<file path="config.mk">
export PLATFORM = sky130hd
export DESIGN_NAME = rcsd_div_cell
export DESIGN_NICKNAME = d
export VERILOG_FILES = /design/src/sv/ray_cylinder_side_and_distance_core_assert.svh /design/src/sv/rcsd_pkg.sv /design/src/sv/rcsd_div_cell.sv
export SDC_FILE = /design/constraint.sdc
export NUM_CORES = 1
export LEC_CHECK = 0
export BUFFER_PORTS_ARGS = -buffer_cell sky130_fd_sc_hd__buf_4
export CELL_PAD_IN_SITES_DETAIL_PLACEMENT = 1
export CELL_PAD_IN_SITES_GLOBAL_PLACEMENT = 1
export CORE_UTILIZATION = 30
export DETAILED_ROUTE_END_ITERATION = 16
export PLACE_DENSITY_LB_ADDON = 0.08
export SLEW_MARGIN = 30
export SYNTH_ARGS = -nofsm -noshare
export SYNTH_HDL_FRONTEND = slang
export SYNTH_SLANG_ARGS = --single-unit
</file>
<file path="constraint.sdc">
create_clock -name i_clk -period 3.4 [get_ports i_clk]
set_input_delay 0.51 -clock i_clk [delete_from_list [all_inputs] [get_ports i_clk]]
set_output_delay 0.51 -clock i_clk [all_outputs]
set_load 0.05 [all_outputs]
</file>
<file path="src/sv/ray_cylinder_side_and_distance_core_assert.svh">
// Assertion macros used by the top-level core file.
`ifndef RAY_CYLINDER_SIDE_AND_DISTANCE_CORE_ASSERT_SVH
`define RAY_CYLINDER_SIDE_AND_DISTANCE_CORE_ASSERT_SVH
`ifndef SYNTHESIS
`define RCSD_ASSERT(lbl, expr) \
    lbl: assert property (@(posedge i_clk) disable iff (!i_rst_n) (expr)) \
        else $error("rcsd assertion failed");
`define RCSD_ASSERT_NEXT(lbl, ante, cons) \
    lbl: assert property (@(posedge i_clk) disable iff (!i_rst_n) (ante) |=> (cons)) \
        else $error("rcsd assertion failed");
`else
`define RCSD_ASSERT(lbl, expr)
`define RCSD_ASSERT_NEXT(lbl, ante, cons)
`endif
`endif

</file>
<file path="src/sv/rcsd_pkg.sv">
package rcsd_pkg;
    localparam int POS_W  = 32;
    localparam int DIR_W  = 16;
    localparam int DXW    = 33;
    localparam int KW     = 50;
    localparam int KMW    = 49;
    localparam int AW     = 32;
    localparam int CMW    = 67;
    localparam int QW     = 98;
    localparam int SW     = 49;
    localparam int REMW   = 53;
    localparam int NUMW   = 51;
    localparam int DVW    = 32;
    localparam int CIDX_W = 3;

    localparam logic [CIDX_W-1:0] CFG_CENTER_X = 3'd0;
    localparam logic [CIDX_W-1:0] CFG_CENTER_Z = 3'd1;
    localparam logic [CIDX_W-1:0] CFG_RADIUS   = 3'd2;
    localparam logic [CIDX_W-1:0] CFG_TOL      = 3'd3;

    typedef struct packed {
        logic                 side;
        logic                 nohit;
        logic                 surf;
        logic                 cneg;
        logic signed [KW-1:0] k;
        logic [AW-1:0]        a;
    } t_item;

    typedef struct packed {
        logic [REMW-1:0] rem;
        logic [SW-1:0]   root;
        logic [QW-1:0]   rad;
        t_item           item;
    } t_sq;

    typedef struct packed {
        logic            side;
        logic            nohit;
        logic            ovf;
        logic [AW-1:0]   a;
        logic [AW-1:0]   rem;
        logic [AW-1:0]   low;
        logic [DVW-1:0]  quo;
    } t_dv;
endpackage

</file>
<file path="src/sv/rcsd_div_cell.sv">
module rcsd_div_cell (
    input  logic           i_clk,
    input  logic           i_rst_n,
    input  logic           i_en,
    input  logic           i_valid,
    input  rcsd_pkg::t_dv  i_d,
    output logic           o_valid,
    output rcsd_pkg::t_dv  o_d
);
    import rcsd_pkg::*;

    logic [AW:0] sh;
    logic [AW:0] diff;
    logic        ge;
    t_dv         n_d;
    logic        r_valid;
    t_dv         r_d;

    assign sh   = {i_d.rem, i_d.low[AW-1]};
    assign diff = sh - {1'b0, i_d.a};
    assign ge   = sh >= {1'b0, i_d.a};

    always_comb begin
        n_d     = i_d;
        n_d.rem = ge ? diff[AW-1:0] : sh[AW-1:0];
        n_d.low = {i_d.low[AW-2:0], 1'b0};
        n_d.quo = {i_d.quo[DVW-2:0], ge};
    end

    always_ff @(posedge i_clk) begin
        if (!i_rst_n) begin
            r_valid <= 1'b0;
        end else if (i_en) begin
            r_valid <= i_valid;
        end
        if (i_en) begin
            r_d <= n_d;
        end
    end

    assign o_valid = r_valid;
    assign o_d     = r_d;
endmodule

</file>
==> impl_metrics.toml <==
[timing]
drv_slew = 0
rsz0062_at_grt = "false"
final-hold-violation-count = 0
finalClockSkew_ns = 0
fmax_mhz = 316
post-route-period-util_pct = 93.1
fin_crit_ns = 3.17
worstMarginPinSlew_ns = 0.737
relSlewSlack_pct = 50.9
fin_ws_ns = 0.234
setup_violations = 0

[logic_synthesis]
syn_area_per_cell_sq_um = 12.9
yosys.area.top_type = "edfxtp_1"
async_flop_share_pct = 0
yosysWarnings = 0
syn-cell-area_sq_mm = 0.00616
seq_area_frac_synth_pct = 63.7
syn_nets = 646
synth_top_flop_cell = "edfxtp_1"
synth_top_area_share_pct = 63.4
synthTopCellsByArea = "edfxtp_1, ha_1, a21oi_1, inv_1, xnor2_1"
ys_seq_elements = 131
synth_edf_count = 130
synthCells = 478
yosysUniqueCellTypes = 49

[route]
wire_per_inst_um = 17.8
vias = 4910
wirelength_um = 18800
vias_per_cell = 4.65
drtIter0Drc = 171
drc = 0
ant_nets = 0
firstDrtPassIters = 6

[hold_path]
hp-class = "input pin to register"

[placement]
place_inst = 1025
place_ws_ns = -0.270
hpwl_um = 14500
port_buffers = 264
gp_congestion = 0.873
placed_area_sq_mm = 0.00865

[floorplanning]
rows = 52
die_y_um = 145
die_w_um = 145
design.core.area_sq_mm = 0.0202
design.die.area_sq_mm = 0.0211
io-pin-count = 267
start_util_pct = 30.5

[setup_path]
critPathCaptureType = "register"
crit_arrival_ns = 3.34
cp-start-kind = "input pin"
setup.worst_path.class = "input pin to register"
slowest_stage = "fa_1"
required_ns = 3.57
worstPathCellList = "buf_4 -> inv_1 -> ha_1 -> fa_1 -> nand2b_1 -> a21oi_1 -> o21ai_0 -> o311a_1 -> a31oi_1 -> a21oi_1 -> o41ai_2 -> xor2_1 -> mux2_1"
path_max_fanout = 3
cp_common_cell = "a21oi_1"
crit_path_max_incr_delay_ns = 0.39

[global_routing]
busiest_layer = "met2"
grt_max_degree = 75
grt_overflow = 0
track_usage_pct = 18.3
antenna_found_initial = 1
grt_pass1_wl_um = 29400
first_global_vias = 5195
global_route.usage.met3_pct = 5.66
met1_usage_pct = 22.7
use_met2_pct = 30.9

[final_layout]
finalNonFillerCells = 1057
layout-drive-gt1-share_pct = 43.1
final_core_util_pct = 45.7
area_growth_pct = 49.7
antenna_cells = 0
finalInstanceArea_sq_mm = 0.00922
nets = 942

[power_and_ir_drop]
internal_power_uw = 3450
power_switching_uw = 1820
report.power.total_uw = 5280
vdd_drop_max_v = 0.000333
leakagePower_uw = 0.00404
pwr-share-seq_pct = 38.2
power_frac_comb_pct = 28.2
power.share.switching_pct = 34.6
powerDensity_mw_per_mm2 = 573
p_clk_share_pct = 33.6

[clock_network]
cts_sinks = 131
clkTransAtPathRegs_ns = 0.06
hold_buffers = 0
htree_levels = 4
clkLatencyLatePin_ns = 0.42
clock_path_buffers = 2
cts_buffers = 17
clockRootBuffer = "clkbuf_16"
cts_tree = "done"

[run]
maxCapViolations = 0

[run_status]
status = "complete, no violations"
## synthesized netlist by cell type, types with 2 or more instances
| cell type | instances |
|---|---|
| o21a_1 | 6 |
| nand2_1 | 27 |
| o22ai_1 | 2 |
| mux2_2 | 6 |
| nor2_1 | 36 |
| nor2b_1 | 3 |
| nor3_1 | 2 |
| a31oi_1 | 5 |
| nand4_1 | 7 |
| a2bb2oi_1 | 2 |
| clkbuf_1 | 5 |
| and4_1 | 2 |
| a211oi_1 | 3 |
| buf_2 | 8 |
| xor2_1 | 11 |
| nor4_1 | 4 |
| a211o_1 | 2 |
| buf_4 | 4 |
| o21bai_1 | 3 |
| nand2b_1 | 4 |
| mux2_1 | 4 |
| inv_1 | 38 |
| nand3_1 | 8 |
| ha_1 | 32 |
| xnor2_1 | 16 |
| edfxtp_1 | 130 |
| o21ai_0 | 16 |
| o41ai_1 | 2 |
| a21oi_1 | 54 |
| a21o_1 | 12 |
| mux2i_1 | 3 |
| o211ai_1 | 4 |
## through the flow
| stage | TNS [ns] | hold slack, ns |
|---|---|---|
| finish | 0 | 0.258 |
| global route | 0 | 0.229 |
| global placement | -0.286 | 0.503 |
| detailed placement | -0.393 | 0.512 |
| floorplan | 0 | 0.609 |
| CTS | 0 | 0.235 |
## final cells by class
type | instances | area, sq um
Clock inverter | 15 | 138
Sequential cell | 131 | 3920
Fill cell | 2200 | 11000
Timing Repair Buffer | 295 | 2240
Multi-Input combinational cell | 291 | 2010
Inverter | 38 | 143
Tap cell | 270 | 338
Clock buffer | 17 | 425
## worst max-delay path, delay by kind of cell
kind,cells,cell delay [ns]
buf+inv,2,0.12
simple gates,1,0.18
xor+xnor,1,0.11
fa+ha+maj,2,0.62
mux,1,0.30
compound gates,6,1.48
## flip-flops by register name, indices dropped and copies added (netlist names)
register,flops
o_valid,1
o_d,130
## cell families after synthesis
logic type                 count (synthesis)  share of synthesized area (%)
buffers and inverters                     56                           3.84
muxes                                     13                           2.32
AOI/OAI and AO/OA                        118                           11.9
other                                      1                         0.0609
adders and majority gates                 33                           6.83
xor gates and xnor gates                  27                           3.84
and+or+nand+nor                           99                           7.46
DFF                                      131                           63.7
## power groups by stage
stage	Sequential, uW	Combinational [uW]	Clock, uW
floorplan	2610	372	0
global placement	2050	1480	0
detailed placement	2050	1490	0
CTS	2020	1500	1830
global route	2030	1580	1900
finish	2020	1490	1770
## layout by cell type, fill, tap and decap left out, drive strengths merged, types with 3 or more instances in the layout
cell	n
a211oi	4
a21o	12
a21oi	54
a31oi	5
buf	295
clkbuf	17
clkinv	4
edfxtp	130
ha	32
inv	47
mux2	10
mux2i	3
nand2	27
nand2b	4
nand3	8
nand4	7
nor2	36
nor2b	3
nor4	4
o211ai	4
o21a	6
o21ai	17
o21bai	3
xnor2	16
xor2	11
## metal layers
metal	vias to the layer above	part of all wire, %
met5	-	0.080
met4	2	1.0
met3	16	6.4
met2	176	49
met1	2360	43
li1	2356	-
## path summary, 6_finish.rpt
path	from	end	slack, ns	depth (start not counted)
worst max-delay path	i_d[63]	o_d[94]	0.23	13
worst min-delay path	i_d[40]	o_d[41]	0.26	1
worst max register to register	o_valid	o_valid	2.81	2
worst min register to register	o_valid	o_valid	0.52	2
## timing repair
action / 4_1_cts / 5_1_grt
buffers inserted: 0 / 0
hold endpoints to repair: 0 / 0
gates resized for setup: 0 / 1
endpoints found under the setup margin: 0 / 1
(Power assumes the default switching activity.)
