===== src/sv/ray_cylinder_side_and_distance_core_assert.svh =====
// Assertion macros used by the top-level core file.
`ifndef RAY_CYLINDER_SIDE_AND_DISTANCE_CORE_ASSERT_SVH
`define RAY_CYLINDER_SIDE_AND_DISTANCE_CORE_ASSERT_SVH
`ifndef SYNTHESIS
`define RCSD_ASSERT(lbl, expr) \
    lbl: assert property (@(posedge i_clk) disable iff (!i_rst_n) (expr)) \
        else $error("rcsd assertion failed");
`define RCSD_ASSERT_NEXT(lbl, ante, cons) \
    lbl: assert property (@(posedge i_clk) disable iff (!i_rst_n) (ante) |=> (cons)) \
        else $error("rcsd assertion failed");
`else
`define RCSD_ASSERT(lbl, expr)
`define RCSD_ASSERT_NEXT(lbl, ante, cons)
`endif
`endif


===== src/sv/rcsd_pkg.sv =====
package rcsd_pkg;
    localparam int POS_W  = 32;
    localparam int DIR_W  = 16;
    localparam int DXW    = 33;
    localparam int KW     = 50;
    localparam int KMW    = 49;
    localparam int AW     = 32;
    localparam int CMW    = 67;
    localparam int QW     = 98;
    localparam int SW     = 49;
    localparam int REMW   = 53;
    localparam int NUMW   = 51;
    localparam int DVW    = 32;
    localparam int CIDX_W = 3;

    localparam logic [CIDX_W-1:0] CFG_CENTER_X = 3'd0;
    localparam logic [CIDX_W-1:0] CFG_CENTER_Z = 3'd1;
    localparam logic [CIDX_W-1:0] CFG_RADIUS   = 3'd2;
    localparam logic [CIDX_W-1:0] CFG_TOL      = 3'd3;

    typedef struct packed {
        logic                 side;
        logic                 nohit;
        logic                 surf;
        logic                 cneg;
        logic signed [KW-1:0] k;
        logic [AW-1:0]        a;
    } t_item;

    typedef struct packed {
        logic [REMW-1:0] rem;
        logic [SW-1:0]   root;
        logic [QW-1:0]   rad;
        t_item           item;
    } t_sq;

    typedef struct packed {
        logic            side;
        logic            nohit;
        logic            ovf;
        logic [AW-1:0]   a;
        logic [AW-1:0]   rem;
        logic [AW-1:0]   low;
        logic [DVW-1:0]  quo;
    } t_dv;
endpackage


===== src/sv/rcsd_sqrt_cell.sv =====
module rcsd_sqrt_cell (
    input  logic           i_clk,
    input  logic           i_rst_n,
    input  logic           i_en,
    input  logic           i_valid,
    input  rcsd_pkg::t_sq  i_d,
    output logic           o_valid,
    output rcsd_pkg::t_sq  o_d
);
    import rcsd_pkg::*;

    logic [REMW-1:0] sh;
    logic [REMW-1:0] trial;
    logic            ge;
    t_sq             n_d;
    logic            r_valid;
    t_sq             r_d;

    assign sh    = {i_d.rem[REMW-3:0], i_d.rad[QW-1 -: 2]};
    assign trial = {{(REMW-SW-2){1'b0}}, i_d.root, 2'b01};
    assign ge    = sh >= trial;

    always_comb begin
        n_d      = i_d;
        n_d.rem  = ge ? (sh - trial) : sh;
        n_d.root = {i_d.root[SW-2:0], ge};
        n_d.rad  = {i_d.rad[QW-3:0], 2'b00};
    end

    always_ff @(posedge i_clk) begin
        if (!i_rst_n) begin
            r_valid <= 1'b0;
        end else if (i_en) begin
            r_valid <= i_valid;
        end
        if (i_en) begin
            r_d <= n_d;
        end
    end

    assign o_valid = r_valid;
    assign o_d     = r_d;
endmodule


===== config.mk =====
export PLATFORM = sky130hd
export DESIGN_NAME = rcsd_sqrt_cell
export DESIGN_NICKNAME = d
export VERILOG_FILES = /design/src/sv/ray_cylinder_side_and_distance_core_assert.svh /design/src/sv/rcsd_pkg.sv /design/src/sv/rcsd_sqrt_cell.sv
export SDC_FILE = /design/constraint.sdc
export NUM_CORES = 1
export LEC_CHECK = 0
export ABC_AREA = 1
export BUFFER_PORTS_ARGS = -buffer_cell sky130_fd_sc_hd__clkbuf_2
export CAP_MARGIN = 0
export CELL_PAD_IN_SITES_DETAIL_PLACEMENT = 1
export CELL_PAD_IN_SITES_GLOBAL_PLACEMENT = 2
export CORE_ASPECT_RATIO = 1.5
export CORE_UTILIZATION = 25
export DETAILED_ROUTE_END_ITERATION = 10
export GPL_TIMING_DRIVEN = 1
export PLACE_DENSITY_LB_ADDON = 0.1
export SYNTH_ARGS = -nofsm -noshare
export SYNTH_HDL_FRONTEND = slang
export SYNTH_SLANG_ARGS = --single-unit

===== constraint.sdc =====
create_clock -name i_clk -period 1.7 [get_ports i_clk]
set_input_delay 0.085 -clock i_clk [delete_from_list [all_inputs] [get_ports i_clk]]
set_output_delay 0.085 -clock i_clk [all_outputs]
set_load 0.02 [all_outputs]

==> results of run 1 <==
-- layer usage --
layer | vias to the layer above | global-route usage, %
li1 | 6993 | -
met3 | 111 | 3.47
met1 | 6741 | 24.2
met4 | 0 | 11.1
met2 | 428 | 46.2
met5 | - | 0
-- cell type report --
type / instances / area share (%)
multi-input combinational: 888 / 22.0
sequential: 285 / 34.2
antenna: 4 / 0.0400
timing repair buffer: 1110 / 31.7
inverter: 303 / 4.67
clock inverter: 22 / 0.726
clock buffer: 34 / 3.15
tap: 702 / 3.51
-- state kept, by name (all words and copies together), names as in the netlist --
signal,flops
o_d,284
o_valid,1
-- cells by family (layout without fill, tap and decap cells) --
family | count (synthesis) | count (layout) | synth area share (%)
AOI/OAI and AO/OA | 74 | 74 | 2.97
other | 1 | 6 | 0.0266
buffers and inverters | 315 | 1469 | 8.77
and+or+nand+nor | 734 | 734 | 21.4
DFF | 285 | 285 | 60.6
adders and majority gates | 51 | 51 | 4.52
xor gates and xnor gates | 27 | 27 | 1.68
-- synth_stat cells (all sizes together), types with 2 or more instances --
master | count | area, µm²
inv | 303 | 1140
ha | 51 | 638
nor2 | 99 | 419
nand2 | 540 | 2050
nand3 | 56 | 285
o21ai | 33 | 191
nor3 | 9 | 50.1
buf | 11 | 96.3
nand4 | 10 | 62.6
o21bai | 5 | 37.5
edfxtp | 284 | 8530
xor2 | 5 | 43.8
and2 | 2 | 12.5
a21oi | 35 | 183
xnor2 | 22 | 193
nand3b | 17 | 131
-- repair_timing --
item                                   4_1_cts  5_1_grt
setup endpoints to repair                   13       50
hold buffers                               285        0
pin swaps                                    0       26
gates resized for setup                      3       77
buffers inserted                             0        7
endpoints found under the hold margin      295        0
cloned                                       0        5
-- power by group --
group | switching, µW | internal, µW
sequential | 221 | 8510
clock | 2990 | 3650
combinational | 3490 | 2620
total | 6700 | 14800
-- path summary, 6_finish.rpt --
check                                end  cells after the start
worst max-delay path            o_d[251]                     14
worst min-delay path            o_d[284]                      4
worst max register to register   o_valid                      3
worst min register to register   o_valid                      3
-- stage by stage --
stage,worst slack (ns),instance area [µm²],instances
2_1_floorplan,-0.0217,15100,1488
3_3_place_gp,-0.631,20800,2992
3_5_place_dp,-0.655,20800,2992
4_1_cts,0.00591,24600,3333
5_1_grt,-0.0118,25000,3345
6_report,0.0356,25000,3348
-- worst max-delay path: stages --
cell and delay [ns]:
buf_6 0.09, inv_2 0.05, ha_4 0.23, a21oi_2 0.17
o21ai_1 0.14, a21oi_2 0.17, buf_4 0.14, nand2_2 0.09
nor2_4 0.11, nand2_2 0.08, nor2_4 0.19, buf_12 0.18
clkbuf_16 0.18, o21ai_1 0.06
==> flow_metrics.env, run 1 <==
export IMPL_cts_buffers_inserted=30
export IMPL_layout_commonest_cell="clkbuf_2"
export IMPL_drv_slew=0
export IMPL_cts_tree="yes"
export IMPL_multi_input_area_um2=5510
export IMPL_grt_max_degree=70
export IMPL_clock_latency_ns=0.58
export IMPL_die_h_um=293
export IMPL_worstPathArrival_ns=2.00
export IMPL_syn_avg_cell_area_um2=9.48
export IMPL_p_leak_uw=0.0121
export IMPL_post_route_period_util_pct=97.9
export IMPL_met2_length_um=38000
export IMPL_top_layer_used="met4"
export IMPL_critPathLaunchType="input port"
export IMPL_wl_per_cell_um=21.0
export IMPL_outcome="complete, no violations"
export IMPL_final_core_util_pct=44.9
export IMPL_firstDrtPassIters=4
export IMPL_setup_tns_ns=0
export IMPL_grt_ovfl_total=0
export IMPL_synth_seq_cells=285
export IMPL_p_total_uw=21500
export IMPL_hold_violations=0
export IMPL_startpoint="i_d[230]"
export IMPL_crit_type="input port to register"
export IMPL_fin_nets=2959
export IMPL_register_area_um2=8550
export IMPL_portBuffers=572
export IMPL_crit_path_end_kind="register"
export IMPL_drc_errors=0
export IMPL_dp_hpwl_um=55000
export IMPL_fillerInstances=6464
export IMPL_area_growth_pct=77.3
export IMPL_period_minus_slack_ns=1.66
export IMPL_setup_viol=0
export IMPL_io_pins=577
export IMPL_synth_edf_count=284
export IMPL_core_area_um2=55700
export IMPL_die_x_um=196
export IMPL_ys_flop_type="edfxtp_1"
export IMPL_clkTransAtPathRegs_ns=0.07
export IMPL_cts_root_buffer="clkbuf_16"
export IMPL_final_cell_mix="clkbuf_2, nand2_1, dlygate4sd3_1"
export IMPL_antenna_found_initial=2
export IMPL_clockBufferDepth=3
export IMPL_seq_area_frac_synth_pct=60.6
export IMPL_grt_pass1_wl_um=98600
export IMPL_synthArstFlopShare_pct=0
export IMPL_cellPowerDensity_nw_per_um2=859
export IMPL_drt_met1_wl_um=25500
export IMPL_met3_length_um=3230
export IMPL_drive_gt1_share_pct=41.6
export IMPL_ant_nets=0
export IMPL_post_synth_instance_area_um2=14100
export IMPL_drtIter0Drc=419
export IMPL_reg2reg_slack_ns=0.45
export IMPL_holdCritStartpoint="i_d[282]"
export IMPL_cts_sinks=285
export IMPL_grt_pass1_vias=15500
export IMPL_worstReg2RegStart="o_valid"
export IMPL_rows=106
export IMPL_hold_ws_ns=0.0556
export IMPL_htree_num_levels=1
export IMPL_wirelength_um=70300
export IMPL_initial_core_util_pct=25.3
export IMPL_ys_warn_count=0
export IMPL_syn_inst=1487
export IMPL_cp_required_ns=2.04
export IMPL_fin_skew_ns=0
export IMPL_vias=14300
export IMPL_synth_cell_types=33
export IMPL_viasPerCell=4.26
export IMPL_grt_total_usage_pct=23.6
export IMPL_gp_congestion=0.907
export IMPL_worst_path_max_fanout=7
export IMPL_maxCapViolCount=0
export IMPL_max_freq_ghz=0.601
export IMPL_dieArea_um2=57400
export IMPL_ir_drop_mv=0.673
export IMPL_hold_class="input port to register"
Note: power is estimated with default switching activity, not from simulation.
==> run 2, diff against run 1 <==
--- a/config.mk
+++ b/config.mk
@@ -15,6 +15,7 @@
 export DETAILED_ROUTE_END_ITERATION = 10
 export GPL_TIMING_DRIVEN = 1
 export PLACE_DENSITY_LB_ADDON = 0.1
+export RECOVER_POWER = 50
 export SYNTH_ARGS = -nofsm -noshare
 export SYNTH_HDL_FRONTEND = slang
 export SYNTH_SLANG_ARGS = --single-unit
==> flow_metrics.env, run 2 (synthesis results as in run 1) <==
export IMPL_p_int_uw=14700
export IMPL_grt_pass1_vias=15500
export IMPL_clockBufferDepth=3
export IMPL_dieArea_um2=57400
export IMPL_outcome="complete, no violations"
export IMPL_cts_buffers_inserted=30
export IMPL_drive_gt1_share_pct=39.7
export IMPL_grt_ovfl_total=0
export IMPL_hold_class="input port to register"
export IMPL_ant_nets=0
export IMPL_p_switching_uw=6680
export IMPL_p_sw_share_pct=31.2
export IMPL_gp_congestion=0.907
export IMPL_wirelength_um=70300
export IMPL_cp_required_ns=2.03
export IMPL_initial_core_util_pct=25.3
export IMPL_wl_per_cell_um=21.0
export IMPL_p_leak_uw=0.0119
export IMPL_crit_chain="buf_6 -> inv_2 -> ha_4 -> a21oi_2 -> o21ai_1 -> a21oi_2 -> buf_4 -> nand2_2 -> nor2_4 -> nand2_2 -> nor2_4 -> buf_12 -> clkbuf_16 -> o21ai_1"
export IMPL_worst_path_max_fanout=7
export IMPL_cts_root_buffer="clkbuf_16"
export IMPL_firstDrtPassIters=4
export IMPL_final_cell_mix="clkbuf_2, nand2_1, dlygate4sd3_1"
export IMPL_post_route_period_util_pct=97.9
export IMPL_setup_viol=0
export IMPL_stdcell_count=3347
export IMPL_hold_violations=0
export IMPL_layout_commonest_cell="clkbuf_2"
export IMPL_fin_skew_ns=0
export IMPL_max_freq_ghz=0.601
export IMPL_antenna_found_initial=2
export IMPL_period_minus_slack_ns=1.66
export IMPL_grt_total_usage_pct=23.6
export IMPL_io_pins=577
export IMPL_fin_nets=2959
export IMPL_dp_hpwl_um=55000
export IMPL_rows=106
export IMPL_cellPowerDensity_nw_per_um2=862
export IMPL_cts_sinks=285
export IMPL_drtIter0Drc=428
export IMPL_largest_reg_flops=284
export IMPL_crit_path_end_kind="register"
export IMPL_clock_latency_ns=0.58
export IMPL_core_area_um2=55700
export IMPL_critPathLaunchType="input port"
export IMPL_crit_type="input port to register"
export IMPL_drc_errors=0
export IMPL_die_x_um=196
export IMPL_drv_slew=0
export IMPL_worstPathArrival_ns=2.00
export IMPL_vias=14300
export IMPL_grt_pass1_wl_um=98600
export IMPL_clkPwrFrac_pct=30.9
export IMPL_timing_worst_slew_pin_value_ns=0.931
export IMPL_portBuffers=572
export IMPL_p_seq_share_pct=40.8
export IMPL_final_core_util_pct=44.6
export IMPL_htree_num_levels=1
export IMPL_slowest_delay_ns=0.23
export IMPL_die_h_um=293
export IMPL_viasPerCell=4.27
export IMPL_ir_drop_mv=0.672
export IMPL_cts_tree="yes"
export IMPL_clkTransAtPathRegs_ns=0.07
export IMPL_place_inst=2992
export IMPL_grt_max_degree=70
export IMPL_maxCapViolCount=0
export IMPL_crit_slowest_cell="ha_4"
export IMPL_comb_power_share_pct=28.3
export IMPL_relSlewSlack_pct=38.0
export IMPL_area_growth_pct=76.3
==> run 2: changes by cell type in the layout (fill, tap and decap cells not counted), sizes merged <==
cell and delta:
diode -1, clkbuf +10, buf -10
==> run 2: final timing paths <==
path / cells past startpoint / startpoint / endpoint / slack [ns]
setup / recovery: 14 / i_d[230] / o_d[251] / 0.04
hold reg to reg: 3 / o_valid / o_valid / 1.15
hold / removal: 4 / i_d[282] / o_d[284] / 0.06
setup reg to reg: 3 / o_valid / o_valid / 0.45
==> run 2: timing repair <==
action,4_1_cts,5_1_grt
hold buffers,285,0
gates cloned,0,5
endpoints found under the setup margin,13,50
pin swaps,0,26
endpoints found under the hold margin,295,0
resized for setup,3,77
buffers inserted,0,7
==> run 2: per-layer routing <==
metal / vias to the layer above / track usage, % / part of all wire [%]
met5: - / 0 / 0
met4: 0 / 11.1 / 5.1
met3: 110 / 3.47 / 4.5
met2: 443 / 46.2 / 54
met1: 6735 / 24.2 / 36
li1: 6988 / - / -
==> run 2: final cells by class <==
type                            instances  area, µm²
Fill cell                            6500      30800
Sequential cell                       285       8550
Timing Repair Buffer                 1110       7790
Multi-Input combinational cell        888       5510
Inverter                              303       1170
Tap cell                              702        878
Clock buffer                           34        787
Clock inverter                         22        181
Antenna cell                            3       7.51
==> run 2: power groups by stage <==
| stage | logic, µW | registers, µW | clock network [µW] |
|---|---|---|---|
| 2_1_floorplan | 1820 | 9700 | 0 |
| 3_3_place_gp | 5440 | 8850 | 0 |
| 3_5_place_dp | 5480 | 8870 | 0 |
| 4_1_cts | 6050 | 8730 | 6820 |
| 5_1_grt | 6530 | 8800 | 7030 |
| 6_report | 6070 | 8740 | 6610 |
==> run 2: worst max-delay path, delay by kind of cell <==
family	cells	cell delay, ns
AND/OR/NAND/NOR	4	0.47
buffers and inverters	5	0.64
adder cells (fa/ha/maj)	1	0.23
AO/OA/AOI/OAI	4	0.54
==> run 2: through the flow <==
stage               power, µW  hold slack [ns]  setup WS, ns  cell area, µm²  TNS (ns)
finish                  21400           0.0571        0.0359           24900         0
global route            22400           0.0596       -0.0118           24900   -0.0480
CTS                     21600           0.0296       0.00591           24600         0
detailed placement      14400            0.264        -0.655           20800    -32.27
global placement        14300            0.263        -0.631           20800    -29.37
floorplan               11500            0.178       -0.0217           15100    -0.124
